**src/rtl/sac_pkg.sv**
```systemverilog
// Package for the set-associative LRU cache controller.
// Holds geometry constants, request/response types and codes; no dependencies.
package sac_pkg;

  localparam int NUM_WAYS   = 4;
  localparam int NUM_SETS   = 64;
  localparam int LINE_BYTES = 64;
  localparam int ADDR_BITS  = 32;
  localparam int QDEPTH     = 2;

  localparam int OFF_BITS  = $clog2(LINE_BYTES);
  localparam int SET_BITS  = $clog2(NUM_SETS);
  localparam int TAG_BITS  = ADDR_BITS - OFF_BITS - SET_BITS;
  localparam int WAY_BITS  = $clog2(NUM_WAYS);
  localparam int RANK_BITS = $clog2(NUM_WAYS);
  localparam int MEM_BITS  = ADDR_BITS + 1;
  localparam int QPTR_BITS = $clog2(QDEPTH);
  localparam int QCNT_BITS = $clog2(QDEPTH + 1);

  localparam logic [MEM_BITS-1:0] MEM_SIZE_RST = MEM_BITS'(1) << ADDR_BITS;

  typedef enum logic [2:0] {
    FUNC_READ  = 3'd0,
    FUNC_WRITE = 3'd1,
    FUNC_FLUSH = 3'd2,
    FUNC_INVAL = 3'd3,
    FUNC_CLEAN = 3'd4
  } func_t;

  typedef enum logic [1:0] {
    ST_OK    = 2'd0,
    ST_RANGE = 2'd1,
    ST_FUNC  = 2'd2
  } status_t;

  typedef enum logic {
    BK_IDLE,
    BK_EVAL
  } bk_state_t;

  typedef struct packed {
    logic [2:0]           func;
    logic [ADDR_BITS-1:0] addr;
    logic                 write_through;
    logic                 full_line;
  } req_t;

  typedef struct packed {
    status_t              status;
    logic                 hit;
    logic [WAY_BITS-1:0]  way;
    logic [SET_BITS-1:0]  set_index;
    logic                 evict_dirty;
    logic [ADDR_BITS-1:0] evict_line_addr;
    logic                 fetch_needed;
    logic                 write_out;
    logic [ADDR_BITS-1:0] line_addr;
  } rsp_t;

  typedef struct packed {
    req_t    req;
    status_t status;
  } qent_t;

  typedef struct packed {
    logic [NUM_WAYS-1:0]                valid;
    logic [NUM_WAYS-1:0]                dirty;
    logic [NUM_WAYS-1:0][RANK_BITS-1:0] rank;
  } set_state_t;

  typedef logic [NUM_WAYS-1:0][TAG_BITS-1:0] tag_row_t;

endpackage

```
**src/rtl/sac_front.sv**
```systemverilog
// Front end: holds mem_size, accepts and classifies requests, queues them.
// Depends on sac_pkg.
module sac_front (
  input  logic                           clk,
  input  logic                           rst_n,
  input  logic                           start,
  output logic                           busy,
  input  sac_pkg::req_t                  in_req,
  input  logic                           cfg_we,
  input  logic [sac_pkg::MEM_BITS-1:0]   cfg_wdata,
  output logic                           q_valid,
  output sac_pkg::qent_t                 q_ent,
  input  logic                           q_pop
);

  logic [sac_pkg::MEM_BITS-1:0]  mem_size_r;
  sac_pkg::qent_t                qbuf_r [sac_pkg::QDEPTH];
  logic [sac_pkg::QPTR_BITS-1:0] wptr_r, rptr_r;
  logic [sac_pkg::QCNT_BITS-1:0] cnt_r, cnt_nxt;
  logic                          push;
  sac_pkg::qent_t                ent;

  assign busy    = (cnt_r == sac_pkg::QCNT_BITS'(sac_pkg::QDEPTH));
  assign push    = start && !busy;
  assign q_valid = (cnt_r != '0);
  assign q_ent   = qbuf_r[rptr_r];

  always_comb begin
    ent.req = in_req;
    priority if (in_req.func > sac_pkg::FUNC_CLEAN) begin
      ent.status = sac_pkg::ST_FUNC;
    end else if ({1'b0, in_req.addr} >= mem_size_r) begin
      ent.status = sac_pkg::ST_RANGE;
    end else begin
      ent.status = sac_pkg::ST_OK;
    end
  end

  always_comb begin
    cnt_nxt = cnt_r;
    if (push && !(q_pop && q_valid)) cnt_nxt = cnt_r + 1'b1;
    if (!push && q_pop && q_valid)   cnt_nxt = cnt_r - 1'b1;
  end

  always_ff @(posedge clk) begin
    if (!rst_n) begin
      mem_size_r <= sac_pkg::MEM_SIZE_RST;
      wptr_r     <= '0;
      rptr_r     <= '0;
      cnt_r      <= '0;
    end else begin
      if (cfg_we) mem_size_r <= cfg_wdata;
      if (push) wptr_r <= (wptr_r == sac_pkg::QPTR_BITS'(sac_pkg::QDEPTH - 1)) ? '0 : wptr_r + 1'b1;
      if (q_pop && q_valid) begin
        rptr_r <= (rptr_r == sac_pkg::QPTR_BITS'(sac_pkg::QDEPTH - 1)) ? '0 : rptr_r + 1'b1;
      end
      cnt_r <= cnt_nxt;
    end
  end

  always_ff @(posedge clk) begin
    if (push) qbuf_r[wptr_r] <= ent;
  end

  a_cnt_bound: assert property (@(posedge clk) disable iff (!rst_n)
    cnt_r <= sac_pkg::QCNT_BITS'(sac_pkg::QDEPTH)) else $error("queue overflow");

endmodule

```
**config.mk**
```make
export PLATFORM = sky130hd
export DESIGN_NAME = sac_front
export DESIGN_NICKNAME = d
export VERILOG_FILES = /design/src/rtl/sac_pkg.sv /design/src/rtl/sac_front.sv
export SDC_FILE = /design/constraint.sdc
export NUM_CORES = 1
export LEC_CHECK = 0
export ABC_AREA = 1
export BUFFER_PORTS_ARGS = -buffer_cell sky130_fd_sc_hd__buf_4
export CAP_MARGIN = 20
export CORE_UTILIZATION = 55
export DETAILED_ROUTE_END_ITERATION = 16
export GPL_TIMING_DRIVEN = 0
export PLACE_DENSITY_LB_ADDON = 0.2
export RECOVER_POWER = 50
export SLEW_MARGIN = 20
export SYNTH_ARGS = -nofsm -noshare
export SYNTH_HDL_FRONTEND = slang
export SYNTH_SLANG_ARGS = --single-unit
```
**constraint.sdc**
```tcl
create_clock -name clk -period 6 [get_ports clk]
set_input_delay 1.2 -clock clk [delete_from_list [all_inputs] [get_ports clk]]
set_output_delay 1.2 -clock clk [all_outputs]
set_load 0.02 [all_outputs]
```
==> results of run 1 <==
[Yosys cell counts, drive strengths merged]
master  count  area, um2
ha         32      400.4
clkbuf      9      33.78
xnor2       1      8.760
a21o        2      15.01
a21oi      47      239.0
a21boi      1      11.26
o21a        2      16.27
nand4       1      6.260
mux2       39      439.2
nand3       4      20.02
o21ai      40      215.2
nand2      52      200.2
dfxtp      38      760.7
inv        57      214.0
buf         4      22.52
nor2       26      100.1
edfxtp     78       2342
[routing by layer]
layer / GRT usage [%] / part of all wire [%] / vias to the layer above
li1: - / - / 1771
met4: 10.02 / 1.7 / 0
met1: 29.24 / 44 / 1699
met2: 39.99 / 50 / 110
met3: 6.299 / 4.5 / 16
met5: 0 / 0 / -
[flip-flops by register name (all words and copies together), names as in the netlist, named ones only]
name / cells
cnt_r: 2
qbuf_r: 78
wptr_r: 1
mem_size_r: 33
rptr_r: 1
[power groups by stage]
stage          Combinational, mW  Sequential [mW]  Clock [mW]
6_report                   0.489            0.967       0.914
5_1_grt                    0.527            0.973       0.963
4_1_cts                    0.511            0.968       0.923
3_5_place_dp               0.504            0.983           0
3_3_place_gp               0.477            0.984           0
2_1_floorplan              0.298            0.979           0
[worst max-delay path by stage]
| stage | start | end | cells past startpoint |
|---|---|---|---|
| finish | start | qbuf_r[1][38] | 4 |
| detailed placement | in_req[26] | qbuf_r[0][0] | 9 |
| CTS | register | q_ent[31] | 4 |
| global route | start | qbuf_r[1][20] | 4 |
| floorplan | start | qbuf_r[0][0] | 2 |
| global placement | start | qbuf_r[1][27] | 3 |
[cell type report]
type	instances	area, um2
inverter	57	214.0
buffer	13	56.30
sequential	116	3103
clock buffer	18	417.9
multi-input combinational	247	1664
fill	640	2306
tap	108	135.1
timing repair buffer	117	779.5
clock inverter	14	130.1
[cells by family after synthesis]
group | Yosys count
compound gates | 92
xor+xnor | 1
buf+inv | 70
fa+ha+maj | 32
mux | 39
flops | 116
simple gates | 83
[worst max-delay path, delay by kind of cell]
| family | cells | cell delay [ns] |
|---|---|---|
| buffers and inverters | 2 | 0.35 |
| AND/OR/NAND/NOR | 1 | 1.59 |
| AO/OA/AOI/OAI | 1 | 0.33 |
==> metrics.yaml, run 1 <==
status: "finished with violations"
violations: "design-rule violations, max-capacitance violations, max-slew violations"
gp_congestion: 0.7984
clk_pin_slew_ns: 0.05
dp_hpwl_um: 7570
timing.final.ws_setup_ns: 2.723
drtAntennaViolNets: 0
crit_path_start_kind: "input port"
synth.avg_cell_area_um2: 11.65
port_buffers: 115
cts.sinks: 116
fp.dieH_um: 97.77
max-vdd-ir-drop_mv: 0.2384
final_cell_mix: "78 x edfxtp_1, 76 x buf_4, 56 x inv_1"
slew_viol_final: 19
r2r_start: "cnt_r[0]"
p_sw_mw: 0.6624
p_int_mw: 1.707
rr_endpoint: "qbuf_r[1][38]"
worstHoldPathCells: 1
yosys.area_share.simple_pct: 6.473
path_class: "input port to register"
rsz0062_at_grt: "no"
overflow: 0
die_area_mm2: 0.009559
design_area_mm2: 0.006500
synth_compound_area_share_pct: 9.846
final_cells: 690
min-delay-start: "rptr_r"
num_rows: 34
synth-adder-area-share_pct: 7.937
switching_share_pct: 27.95
finClkSkew_ns: 0.01082
cts_tree: "built"
antenna_found_initial: 0
chipWidth_um: 97.77
max_stage_delay_ns: 1.59
ys_seq_area_share_pct: 61.51
ys.warnings.count: 0
critPathMaxFanout: 21
io_pins: 116
first_global_vias: 3691
rrSetupSlack_ns: 3.07
cts_made_buffers: 17
worstMarginPinSlew_ns: 1.977
n_antenna_cell: 0
p_total_mw: 2.370
hold_class: "register to register"
pre_cts_slack_ns: 3.333
fin_crit_sh_pct: 54.62
initial_core_util_pct: 57.29
whs_ns: 0.4531
cp.required_ns: 6.21
synth_mux_area_share_pct: 8.705
vias_per_cell: 5.212
post-cts-setup-buffers: 0
grt_first_pass_wirelength_um: 17320
synth_nets: 540
cts-root-buf: "clkbuf_8"
nNetsFinal: 676
coreArea_mm2: 0.008806
power_leakage_nw: 2.670
power_density_mw_per_mm2: 364.6
mappedNetlistArea_mm2: 0.005045
grt_max_degree: 22
synth_cell_types: 26
finalSetupTns_ns: 0
clockBufferDepth: 2
clock_latency_ns: 0.51
fin_util_pct: 73.81
endpoint_kind: "register"
syn2layout_area_growth_pct: 28.84
holdPathEnd: "rptr_r"
synth_seq_cells: 116
combPwrFrac_pct: 20.6
cts_resized: 0
htreeDepth: 4
dr.pass1.iters: 11
synth_top_family_by_area: "compound AO/OA/AOI/OAI gates"
dp.cells: 658
arrival_ns: 3.48
drive_gt1_share_pct: 27.84
pwr-share-clk_pct: 38.6
cts-hold-fix-buffers: 0
p_seq_share_pct: 40.8
finalSetupViolCount: 0
final_common_cell: "edfxtp_1"
synth_xor_area_share_pct: 0.1736
crit_slowest_cell: "nor2_1"
slew_headroom_pct: -32.28
reg2reg_depth: 3
track_usage_pct: 23.81
finalHoldViolCount: 0
drc: 12
wl_per_cell_um: 15.60
fin_crit_ns: 3.277
vias: 3596
wl_um: 10770
netlist_instances: 433
path_cells: "clkbuf_4 -> o21ai_0 -> nor2_1 -> buf_16"
drtIter0Drc: 140
timing.fmax_ghz: 0.3051
maxCapViolations: 1
placed_area_mm2: 0.006113
Note: power is estimated with default switching activity, not from simulation.
==> run 2, diff against run 1 <==
Settings changed: CORE_UTILIZATION 55 to 54.
Clock period 6 ns to 3.2 ns, I/O delays scaled along.
==> metrics.yaml, run 2 (synthesis results as in run 1) <==
first_global_vias: 3673  # -0.49%
num_rows: 34  # unchanged
p_total_mw: 4.275  # +80%
coreArea_mm2: 0.008891  # +0.97%
syn2layout_area_growth_pct: 27.43
rsz0062_at_grt: "no"
drtIter0Drc: 112  # -20%
pwr-share-clk_pct: 36.5  # -2.1 points
track_usage_pct: 22.61  # -1.2 points
n_antenna_cell: 0  # unchanged
p_sw_mw: 1.181  # +78%
cts_tree: "built"
regMostFlops: "qbuf_r"
path_buf_inv: 1  # -1
cts_made_buffers: 17  # unchanged
final_cells: 690  # unchanged
fin_crit_sh_pct: 83.22
final_cell_mix: "78 x edfxtp_1, 77 x buf_4, 56 x inv_1"
final_common_cell: "edfxtp_1"
pre_cts_slack_ns: 1.107  # -2.226 ns
max_stage_delay_ns: 1.27  # -0.32 ns
cts.sinks: 116  # unchanged
clock_latency_ns: 0.51  # about the same
p_seq_share_pct: 42.4  # +1.6 points
gp_congestion: 0.7976  # -0.10%
p_int_mw: 3.093  # +81%
grt_max_degree: 25  # +14%
slew_viol_final: 16  # -3
die_area_mm2: 0.009733  # +1.8%
port_buffers: 115  # unchanged
io_pins: 116  # unchanged
whs_ns: 0.3372  # -0.1158 ns
finalHoldViolCount: 0  # unchanged
slew_headroom_pct: -2.565  # +30 points
cts_resized: 0  # unchanged
grt_first_pass_wirelength_um: 16690  # -3.6%
dr.pass1.iters: 4  # -7
clockBufferDepth: 2  # unchanged
crit_path_start_kind: "register"
path_delay_family: "simple AND/OR/NAND/NOR gates"
top_regs: "qbuf_r x78, mem_size_r x33, cnt_r x2"
reg2reg_depth: 3  # unchanged
post-cts-setup-buffers: 0  # unchanged
antenna_found_initial: 0  # unchanged
power_leakage_nw: 2.645  # -0.93%
arrival_ns: 2.86  # -0.62 ns
drc: 0  # -12
max-vdd-ir-drop_mv: 0.5869  # +150%
maxCapViolations: 1  # unchanged
path_cells: "o21ai_0 -> nor2_1 -> buf_12"
status: "finished with violations"
worstHoldPathCells: 1  # unchanged
timing.fmax_ghz: 0.3755
wl_per_cell_um: 15.32  # -1.8%
finalSetupViolCount: 0  # unchanged
vias_per_cell: 5.226  # +0.28%
overflow: 0  # unchanged
cp.required_ns: 3.40  # -2.81 ns
placed_area_mm2: 0.006098  # -0.25%
fp.dieH_um: 98.66  # +0.91%
chipWidth_um: 98.66  # +0.91%
timing.final.ws_setup_ns: 0.5370  # -2.186 ns
cts-hold-fix-buffers: 0  # unchanged
wl_um: 10570  # -1.8%
critPathMaxFanout: 24  # +14%
dp.cells: 658  # unchanged
dp_hpwl_um: 7572  # about the same
crit_slowest_cell: "nor2_1"
violations: "max-capacitance violations, max-slew violations"
htreeDepth: 4  # unchanged
path_class: "register to register"
endpoint_kind: "register"
fin_util_pct: 72.31  # -1.5 points
switching_share_pct: 27.64  # -0.32 points
cts-root-buf: "clkbuf_8"
finClkSkew_ns: 0.008324  # -0.002495 ns
combPwrFrac_pct: 21.1  # +0.5 points
clk_pin_slew_ns: 0.06  # about the same
nNetsFinal: 676  # unchanged
vias: 3606  # +0.28%
largest_reg_flops: 78  # unchanged
design_area_mm2: 0.006429  # -1.1%
finalSetupTns_ns: 0  # unchanged
hold_class: "input port to register"
fin_crit_ns: 2.663
drtAntennaViolNets: 0  # unchanged
cp_num_cells: 3  # -1
drive_gt1_share_pct: 26.80  # -1.0 points
initial_core_util_pct: 56.74  # -0.55 points
worstMarginPinSlew_ns: 1.533  # -0.4441 ns
power_density_mw_per_mm2: 665.0  # +82%
==> run 2: final cells by class <==
class	count	area, um2
timing repair buffer	117	764.5
inverter	57	214.0
buffer	13	56.30
fill	639	2462
clock buffer	20	425.4
tap	108	135.1
multi-input combinational	247	1663
sequential	116	3103
clock inverter	12	67.56
==> run 2: metal layers <==
layer | global-route usage [%] | share of wire (%) | vias up
met2 | 39.65 | 51 | 107
li1 | - | - | 1784
met1 | 26.80 | 43 | 1703
met5 | 0 | 0 | -
met4 | 9.070 | 1.1 | 0
met3 | 5.532 | 5.3 | 12
==> run 2: worst paths after layout <==
check / slack, ns / to / startpoint
setup / recovery: 0.54 / qbuf_r[0][27] / cnt_r[0]
hold / removal: 0.34 / qbuf_r[1][3] / in_req[1]
setup reg to reg: 0.54 / qbuf_r[0][27] / cnt_r[0]
hold reg to reg: 0.45 / register / rptr_r
==> run 2: power by group through the flow <==
stage / clock network, mW / logic (mW) / registers (mW)
after floorplan: 0 / 0.559 / 1.84
after global routing: 1.64 / 0.976 / 1.82
after CTS: 1.58 / 0.947 / 1.81
final: 1.56 / 0.904 / 1.81
after detailed placement: 0 / 0.937 / 1.84
after global placement: 0 / 0.892 / 1.84
==> run 3, diff against run 2 <==
Settings changed: CORE_UTILIZATION 54 to 49.
Clock period 3.2 ns to 2.1 ns, I/O delays scaled along.
==> metrics.yaml, run 3 (synthesis results as in run 1) <==
status: "finished, final reports clean"
switching_share_pct: 25.94  # -1.7 points
wl_um: 10710  # +1.3%
dp.cells: 683  # +3.8%
antenna_found_initial: 0  # unchanged
p_seq_share_pct: 39.8  # -2.6 points
cts_made_buffers: 17  # unchanged
cts_tree: "built"
htreeDepth: 4  # unchanged
finalSetupViolCount: 0  # unchanged
path_class: "register to output pin"
wl_per_cell_um: 14.93  # -2.5%
chipWidth_um: 103.5  # +4.9%
final_cells: 717  # +3.9%
p_int_mw: 5.137  # +66%
worstMarginPinSlew_ns: 0.7760  # -0.7569 ns
finalHoldViolCount: 0  # unchanged
rrSetupSlack_ns: 0.22  # -0.32 ns
die_area_mm2: 0.01071  # +10%
crit_path_start_kind: "register"
vias_per_cell: 5.039  # -3.6%
r2r_start: "cnt_r[1]"
power_density_mw_per_mm2: 1054  # +58%
regMostFlops: "qbuf_r"
timing.fmax_ghz: 0.4939
grt_first_pass_wirelength_um: 16750  # +0.33%
critPathMaxFanout: 10  # -58%
dp_hpwl_um: 7586  # +0.18%
coreArea_mm2: 0.009864  # +11%
first_global_vias: 3591  # -2.2%
finClkSkew_ns: 0.009951  # +0.001627 ns
maxCapViolations: 0  # -1
n_antenna_cell: 0  # unchanged
overflow: 0  # unchanged
drive_gt1_share_pct: 27.57  # +0.76 points
fin_crit_sh_pct: 96.42
track_usage_pct: 21.47  # -1.1 points
drtAntennaViolNets: 0  # unchanged
slew_headroom_pct: 47.92  # +50 points
vias: 3613  # +0.19%
clk_pin_slew_ns: 0.05  # about the same
cts-hold-fix-buffers: 0  # unchanged
cts.sinks: 116  # unchanged
max-vdd-ir-drop_mv: 0.6608  # +13%
final_common_cell: "buf_4"
largest_reg_flops: 78  # unchanged
endpoint_kind: "output pin"
pwr-share-clk_pct: 39.9  # +3.4 points
power_leakage_nw: 2.707  # +2.3%
dr.pass1.iters: 4  # unchanged
p_sw_mw: 1.800  # +52%
slew_viol_final: 0  # -16
p_total_mw: 6.937  # +62%
top_regs: "qbuf_r x78, mem_size_r x33, cnt_r x2"
syn2layout_area_growth_pct: 30.48
gp_congestion: 0.7421  # -7.0%
nNetsFinal: 678  # +0.30%
fp.dieH_um: 103.5  # +4.9%
io_pins: 116  # unchanged
reg2reg_depth: 4  # +1
arrival_ns: 1.60  # -1.26 ns
grt_max_degree: 23  # -8.0%
rsz0062_at_grt: "no"
clockBufferDepth: 2  # unchanged
port_buffers: 115  # unchanged
crit_end: "q_ent[29]"
drc: 0  # unchanged
initial_core_util_pct: 51.14  # -5.6 points
hold_class: "input port to register"
drtIter0Drc: 104  # -7.1%
fin_util_pct: 66.73  # -5.6 points
rr_endpoint: "qbuf_r[0][18]"
fin_crit_ns: 2.025
combPwrFrac_pct: 20.3  # -0.8 points
clock_latency_ns: 0.51  # about the same
min-delay-start: "in_req[1]"
num_rows: 36  # +5.9%
final_cell_mix: "81 x buf_4, 78 x edfxtp_1, 57 x inv_1"
cts-root-buf: "clkbuf_8"
cp.required_ns: 1.68  # -1.72 ns
[run 3: area by class of cell]
class	count	area, um2
Timing Repair Buffer	119	783.3
Inverter	57	214.0
Tap cell	133	166.4
Multi-Input combinational cell	247	1670
Sequential cell	116	3104
Clock inverter	11	133.9
Buffer	13	71.32
Fill cell	818	3282
Clock buffer	21	439.2
[run 3: how the worst min path moves through the flow]
stage	end	cells after the start	slack (ns)
2_1_floorplan	register	1	0.43
3_3_place_gp	rptr_r	1	0.44
3_5_place_dp	register	1	0.45
4_1_cts	qbuf_r[0][3]	1	0.08
5_1_grt	qbuf_r[0][2]	1	0.11
6_report	qbuf_r[0][3]	1	0.12
[run 3: power groups by stage]
stage	clock [mW]	combinational (mW)	sequential, mW
floorplan	0	0.852	2.80
global placement	0	1.36	2.81
detailed placement	0	1.43	2.81
CTS	2.80	1.46	2.77
global route	2.91	1.54	2.78
finish	2.77	1.41	2.76
[run 3: routing by layer]
| metal | share of wire (%) | GRT usage, % | up-vias |
|---|---|---|---|
| met4 | 1.4 | 8.126 | 0 |
| met1 | 41 | 25.44 | 1705 |
| met5 | 0 | 0 | - |
| met3 | 6.4 | 4.973 | 15 |
| met2 | 51 | 37.95 | 115 |
| li1 | - | - | 1778 |
[run 3: what timing repair did]
action,4_1_cts,5_1_grt
setup buffers,2,0
resized for setup,3,5
endpoints found under the setup margin,25,28
[run 3: metrics by stage]
step / hold WS [ns] / instance area, um2 / setup slack [ns] / TNS [ns]
CTS: 0.08109 / 6728 / -0.05339 / -0.6957
detailed placement: 0.4450 / 6130 / 0.2004 / 0
floorplan: 0.4255 / 5045 / -0.5073 / -39.57
global route: 0.1071 / 6583 / 0.01629 / 0
finish: 0.1217 / 6583 / 0.07513 / 0
global placement: 0.4351 / 6075 / -1.612 / -125.61
[run 3: worst max-delay path: stages (launching register included)]
cell	delay, ns
dfxtp_2	0.35
buf_6	0.11
buf_6	0.14
mux2_2	0.34
buf_4	0.16
